--- src/sv/rrqe_pkg.sv ---
// Shared constants and types for the round-robin queue with expedite.
// No dependencies; imported by the interfaces and every module.
package rrqe_pkg;

  localparam int DEPTH = 1024;
  localparam int ID_W  = 30;
  localparam int IDX_W = (DEPTH > 1) ? $clog2(DEPTH) : 1;

  // match scan: cells are grouped, suffix-OR inside and across groups
  localparam int GRP  = 32;
  localparam int NGRP = (DEPTH + GRP - 1) / GRP;
  localparam int PAD  = NGRP * GRP;

  typedef logic [ID_W-1:0]  id_t;
  typedef logic [IDX_W-1:0] idx_t;

  localparam logic OP_SERVE    = 1'b0;
  localparam logic OP_EXPEDITE = 1'b1;

  // broadcast controls from the sequencer to every cell
  typedef struct packed {
    logic load;    // reload 1..min(population, DEPTH)
    logic rotate;  // front to back
    logic cmp;     // latch key match
    logic insert;  // shift right where enabled, new id into cell 0
  } cell_ctl_t;

endpackage

--- src/sv/rrqe_cell.sv ---
// One queue slot: identifier, valid bit and latched key match.
// Depends on rrqe_pkg; instantiated DEPTH times by the top level.
module rrqe_cell import rrqe_pkg::*; (
  input  logic      clk,
  input  logic      rst_n,
  input  idx_t      idx,
  input  cell_ctl_t ctl,
  input  id_t       pop,
  input  id_t       key,
  input  id_t       front,
  input  id_t       pred_data,
  input  logic      pred_valid,
  input  id_t       succ_data,
  input  logic      succ_valid,
  input  logic      shift_en,
  output id_t       data_o,
  output logic      valid_o,
  output logic      match_o
);

  id_t  data_r;
  logic valid_r;
  logic match_r;

  always_ff @(posedge clk) begin
    if (!rst_n) begin
      data_r  <= id_t'(idx) + id_t'(1);
      valid_r <= (idx == '0);
      match_r <= 1'b0;
    end else begin
      if (ctl.load) begin
        data_r  <= id_t'(idx) + id_t'(1);
        valid_r <= (pop > id_t'(idx));
      end else if (ctl.rotate) begin
        // the tail cell takes the old front, the rest advance
        if (valid_r) begin
          data_r <= succ_valid ? succ_data : front;
        end
      end else if (ctl.insert && shift_en) begin
        data_r  <= pred_data;
        valid_r <= pred_valid;
      end
      if (ctl.cmp) begin
        match_r <= valid_r && (data_r == key);
      end
    end
  end

  assign data_o  = data_r;
  assign valid_o = valid_r;
  assign match_o = match_r;

endmodule

--- config.mk ---
export PLATFORM = sky130hd
export DESIGN_NAME = rrqe_cell
export DESIGN_NICKNAME = d
export VERILOG_FILES = /design/src/sv/rrqe_pkg.sv /design/src/sv/rrqe_cell.sv
export SDC_FILE = /design/constraint.sdc
export NUM_CORES = 1
export LEC_CHECK = 0
export ABC_AREA = 1
export BUFFER_PORTS_ARGS = -buffer_cell sky130_fd_sc_hd__buf_2
export CAP_MARGIN = 25
export CORE_ASPECT_RATIO = 0.6
export CORE_MARGIN = 2
export CORE_UTILIZATION = 38
export CTS_CLUSTER_DIAMETER = 40
export CTS_CLUSTER_SIZE = 12
export DETAILED_ROUTE_END_ITERATION = 8
export PLACE_DENSITY = 0.75
export SETUP_SLACK_MARGIN = 0.15
export SYNTH_ARGS = -nofsm -noshare
export SYNTH_HDL_FRONTEND = slang
export SYNTH_SLANG_ARGS = --single-unit
--- constraint.sdc ---
create_clock -name clk -period 2.3 [get_ports clk]
set_input_delay 0 -clock clk [delete_from_list [all_inputs] [get_ports clk]]
set_output_delay 0 -clock clk [all_outputs]
set_load 0.01 [all_outputs]
==> results of run 1 <==
## sequential cells by signal (all words and copies together) (netlist names)
| register | cells |
|---|---|
| match_o | 1 |
| data_o | 30 |
| valid_o | 1 |
## layer usage
metal | part of all wire [%] | global-route usage, %
met1 | 47 | 37.9
met5 | 0 | 0
met2 | 42 | 41.2
met4 | 0.97 | 5.62
met3 | 10 | 6.76
## power by group through the flow
stage	sequential, mW	combinational (mW)	clock, mW
6_report	0.759	0.593	0.749
5_1_grt	0.768	0.670	0.793
4_1_cts	0.758	0.593	0.762
3_5_place_dp	0.769	0.590	0
3_3_place_gp	0.768	0.579	0
2_1_floorplan	0.784	0.267	0
## worst max path at each step
stage / cells past startpoint / slack (ns) / to / startpoint
global route: 9 / 0.21 / data_o[10]$_DFFE_PP_ / rst_n
detailed placement: 8 / 0.59 / data_o[6]$_DFFE_PP_ / rst_n
finish: 9 / 0.33 / data_o[7]$_DFFE_PP_ / rst_n
floorplan: 6 / 0.43 / data_o[0]$_DFFE_PP_ / rst_n
CTS: 9 / 0.34 / data_o[6]$_DFFE_PP_ / rst_n
global placement: 8 / 0.65 / data_o[8]$_DFFE_PP_ / rst_n
## timing repair
action                     in CTS  in global routing
setup endpoints to repair       0                  0
hold buffers                    1                  0
hold endpoints to repair        1                  0
## metrics by stage
stage	power (mW)	std cells	utilization, %
CTS	2.11	762	57.5
global placement	1.35	753	55.1
global route	2.23	762	57.5
floorplan	1.05	457	-
detailed placement	1.36	753	55.1
finish	2.10	762	57.5
## tightest hold or removal path: stages
cell and delay, ns:
buf_2 0.07, a32oi_1 0.04, nand2_1 0.06
## area by class of cell
class / count / area share [%]
Multi-Input combinational cell: 324 / 37.9
Clock buffer: 5 / 2.95
Sequential cell: 32 / 22.4
Tap cell: 104 / 3.06
Clock inverter: 3 / 1.00
Timing Repair Buffer: 209 / 25.2
Inverter: 85 / 7.51
## cell families after synthesis
kind of cell	Yosys count	share of synthesized area [%]
compound gates	104	18.8
fa+ha+maj	12	5.11
buf+inv	101	13.4
xor+xnor	10	2.98
simple gates	198	27.3
flops	32	32.4
## synth_stat cells
cell	number
o32ai_1	1
inv_2	3
nand2_1	130
a21oi_2	2
buf_2	9
nand3_1	5
inv_1	82
xor2_1	3
a32oi_1	1
nor2_1	44
clkbuf_1	6
xnor2_1	7
o21ai_1	4
ha_1	12
a21oi_1	55
nor2_2	1
nand3_4	1
buf_4	1
o21ai_0	34
o211ai_1	1
edfxtp_1	31
nor2_4	1
or2_0	1
a211oi_1	1
nor3_1	9
and3_1	1
a31oi_1	1
a22o_1	1
a22oi_1	3
dfxtp_1	1
nand4_1	5
==> run summary, run 1 <==
Status: finished, final reports clean
Clock latency on the worst-skew pair: 0.27 ns
Drt first pass iters: 5
Core Area: 7390 um^2
Minimum clock period: 1.97 ns
Fin Setup TNS: 0 ns
NetSw: 0.619 mW
Worst path most repeated cell: buf_4
Total grt overflow: 0
RSZ-0062 raised after global routing: false
Post-route DRC: 0
FF-to-FF End: data_o[7]$_DFFE_PP_
Critical path's top delay family: buffers and inverters
Worst hold endpoint: valid_o$_DFFE_PP_
Hold WC Path Type: in -> reg
Commonest cells after routing, fill and taps aside: 200 x buf_2, 130 x nand2_1, 82 x inv_1
Slew Limit Fails: 0
Fmax: 507 MHz
Worst slew pin tran: 0.661 ns
NumNets Final: 838
Top-area cell type share of the netlist area: 31.7%
CP max FO: 17
Post-Syn Instances: 457
CTS root buffer: clkbuf_16
Worst hold stages: 3
Post-route setup slack: 0.326 ns
Seq/Total Area, Yosys: 32.4%
Remaining antenna violation count: 0
Crit-path cells: dlygate4sd3_1, buf_2, inv_2, nor2_2, buf_4, inv_1, nor3_1, a31oi_4, buf_4
Worst EP arrival: 1.96 ns
Worst-path clk slew: 0.06 ns
Dpl hpwl: 9040 um
Initial antenna violation count: 0
Switching share of total power: 29.5%
Worst Path Required: 2.29 ns
Critical R2R Launch: valid_o$_DFFE_PP_
Clock buffer depth: 2
Post-CTS resize count: 0
Reg2reg path depth: 3
# H-tree levels: 2
TritonCTS clock tree: done
Vias: 3,700
Syn Area/Cell: 6.43 um^2
Synthesized Nets: 638
Core Rows: 24
Final hold violation count: 0
Top cells by area, synth: edfxtp_1 32%, nand2_1 17%, inv_1 10%
Die ar.: 8470 um^2
Dominant cell type by area after synthesis: edfxtp_1
Antenna diodes: 0
Mean routed wirelength per cell: 14.5 um
Commonest non-fill, non-tap cell in the layout: buf_2
Starting density of the core: 39.8%
Worst rel slew slack: 55.9%
P_leak: 2.35 nW
Min-delay src: pred_valid
Die width: 118 um
Hold WS: 0.0108 ns
Die H: 72.1 um
Number of library cell types mapped by synthesis: 31
Multi-input logic area: 1610 um^2
CP Capture Type: register
Flops & latches, synth: 32
PwrDens: 495 nW/um^2
Max stage delay on crit path: 0.55 ns
Design Area, Final: 4250 um^2
Yosys Warn Count: 0
First DRT Iteration DRCs: 268
Port Buf Inserts: 200
GPL Wtd Cong: 0.972
Share of cells above drive strength 1: 34.2%
Clock Skews: 0.00688 ns
CTS Sinks: 32
Critical path class: in -> reg
Startpoint Class: primary input
Clock buffer count from CTS: 5
# IOs: 201
Dpl ws: 0.594 ns
Layout fillers: 743
First-pass GRT wire length: 17,500 um
Worst path slowest cell: a31oi_4
Area of placed instances: 4070 um^2
Vias in the first global route: 3,563
Post-CTS setup buffer count: 0
VDD IR max: 0.389 mV
Max-Cap Viols: 0
Combinational Power Share: 28.2%
Vias/cell: 4.86
Int Pwr: 1.48 mW
Worst R2R Setup Slack: 0.72 ns
Seq pwr share: 36.1%
Global Route Usage Sum: 26.6%
CP Buf/Inv Count: 6
Final worst-path cycle share: 85.8%
Final wirelength: 11,000 um
Storage element area: 951 um^2
Post-Syn Area: 2940 um^2
Largest net degree at the start of global routing: 38
Area grow syn2layout: 44.5%
Endpoints failing setup: 0
Clock share of power: 35.7%
No activity file was read; power rests on OpenSTA's default activity.
==> inputs of run 2 (changes only) <==
--- a/config.mk
+++ b/config.mk
@@ -14,7 +14,7 @@
 export CTS_CLUSTER_DIAMETER = 40
 export CTS_CLUSTER_SIZE = 12
 export DETAILED_ROUTE_END_ITERATION = 8
-export PLACE_DENSITY = 0.75
+export PLACE_DENSITY = 0.77
 export SETUP_SLACK_MARGIN = 0.15
 export SYNTH_ARGS = -nofsm -noshare
 export SYNTH_HDL_FRONTEND = slang
==> constraint.sdc (replaced) <==
create_clock -name clk -period 2.3 [get_ports clk]
set_input_delay 0 -clock clk [delete_from_list [all_inputs] [get_ports clk]]
set_output_delay 0 -clock clk [all_outputs]
set_load 0.02 [all_outputs]
==> run summary, run 2 (same netlist as run 1, synthesis figures left out) <==
Status: finished, final reports clean
Final worst-path cycle share: 55.6%
CP max FO: 15
GR Util met1: 36.5%
RSZ-0062 raised after global routing: false
Worst R2R Setup Slack: 1.02 ns
First DRT Iteration DRCs: 245
First-pass GRT wire length: 16,800 um
Remaining antenna violation count: 0
Hold WS: 0.00516 ns
Global-route met2 utilization: 39.3%
PwrDens: 488 nW/um^2
Worst EP arrival: 1.29 ns
Reg2reg path depth: 3
Max-Cap Viols: 0
Hold WC Path Type: in -> reg
Critical path class: reg -> reg
VDD IR max: 0.260 mV
Critical R2R Launch: valid_o$_DFFE_PP_
Busiest grt layer: met2
Minimum clock period: 1.28 ns
Post-CTS setup buffer count: 0
CTS Sinks: 32
Vias in the first global route: 3,482
Min-delay src: ctl[1]
CTS root buffer: clkbuf_16
Finished Core Util: 57.1%
Dpl ws: 0.864 ns
Share of cells above drive strength 1: 34.1%
# hold bufs at CTS: 0
Dpl hpwl: 8970 um
Fin Setup TNS: 0 ns
Worst-path clk slew: 0.06 ns
Die ar.: 8470 um^2
Post-CTS resize count: 0
Fmax: 782 MHz
Worst hold endpoint: match_o$_SDFFE_PN0P_
Largest net degree at the start of global routing: 31
Area grow syn2layout: 43.5%
Initial antenna violation count: 0
Worst slew pin tran: 0.549 ns
Startpoint Class: register
P_leak: 2.33 nW
Final Non-Filler Cells: 760
Global Route Usage Sum: 25.4%
Max reg flops: 30
Commonest non-fill, non-tap cell in the layout: buf_2
Design Area, Final: 4220 um^2
# IOs: 201
Clock buffer depth: 2
Commonest cells after routing, fill and taps aside: 200 x buf_2, 130 x nand2_1, 82 x inv_1
Worst rel slew slack: 63.4%
Worst hold stages: 4
Mean routed wirelength per cell: 14.3 um
# H-tree levels: 2
Total power: 2.06 mW
Vias: 3,720
Clock buffer count from CTS: 5
Area of placed instances: 4060 um^2
Post-route DRC: 0
Vias/cell: 4.89
Worst Path Required: 2.32 ns
Drt first pass iters: 5
NumNets Final: 836
Post-route setup slack: 1.02 ns
Clock Skews: 0.00589 ns
Antenna diodes: 0
Total grt overflow: 0
TritonCTS clock tree: done
Core Area: 7390 um^2
Die width: 118 um
FF-to-FF End: data_o[20]$_SDFFCE_PP0P_
Final wirelength: 10,900 um
Endpoints failing setup: 0
Starting density of the core: 39.8%
CP Capture Type: register
Core Rows: 24
Slew Limit Fails: 0
Clock latency on the worst-skew pair: 0.27 ns
Final hold violation count: 0
Die H: 72.1 um
GPL Wtd Cong: 0.867
Met3 Use GR: 6.37%
Port Buf Inserts: 200
Placed Cells: 752
## run 2: changes by cell type in the layout (fill, tap and decap cells not counted)
cell           before  now
buf_4               8    7
bufinv_16           1    0
clkbuf_8            0    1
clkinv_2            1    0
clkinvlp_4          1    2
dlygate4sd3_1       1    0
## run 2: power by group
group,total (mW),switching [mW],internal [mW]
clock network,0.664,0.234,0.430
logic,0.633,0.371,0.263
registers,0.759,0.0493,0.709
## run 2: metal layers
layer	vias to the layer above	wire, um
li1	1860	-
met1	1666	5160
met2	184	4540
met3	10	1090
met4	0	110
met5	-	0
## run 2: worst max path at each step
| stage | startpoint | depth (start not counted) | end |
|---|---|---|---|
| after detailed placement | ctl[2] | 5 | data_o[14]$_SDFFCE_PP0P_ |
| after floorplan | valid_o$_DFFE_PP_ | 2 | data_o[0]$_DFFE_PP_ |
| after global routing | data_o[29]$_SDFFCE_PP0P_ | 7 | match_o$_SDFFE_PN0P_ |
| after CTS | valid_o$_DFFE_PP_ | 3 | data_o[20]$_SDFFCE_PP0P_ |
| after global placement | ctl[2] | 5 | data_o[22]$_SDFFCE_PP0P_ |
| final | valid_o$_DFFE_PP_ | 3 | data_o[20]$_SDFFCE_PP0P_ |
## run 2: cell type report
type | instances | area, um^2
Tap cell | 104 | 130
Sequential cell | 32 | 951
Clock inverter | 2 | 15.0
Inverter | 85 | 319
Timing Repair Buffer | 207 | 1050
Multi-Input combinational cell | 324 | 1610
Fill cell | 722 | 3170
Clock buffer | 6 | 139
## run 2: worst max-delay path, cell delays in order, from the launching register on
cell and delay (ns):
edfxtp_1 0.40, nor3_1 0.33, a31oi_4 0.05, buf_4 0.23
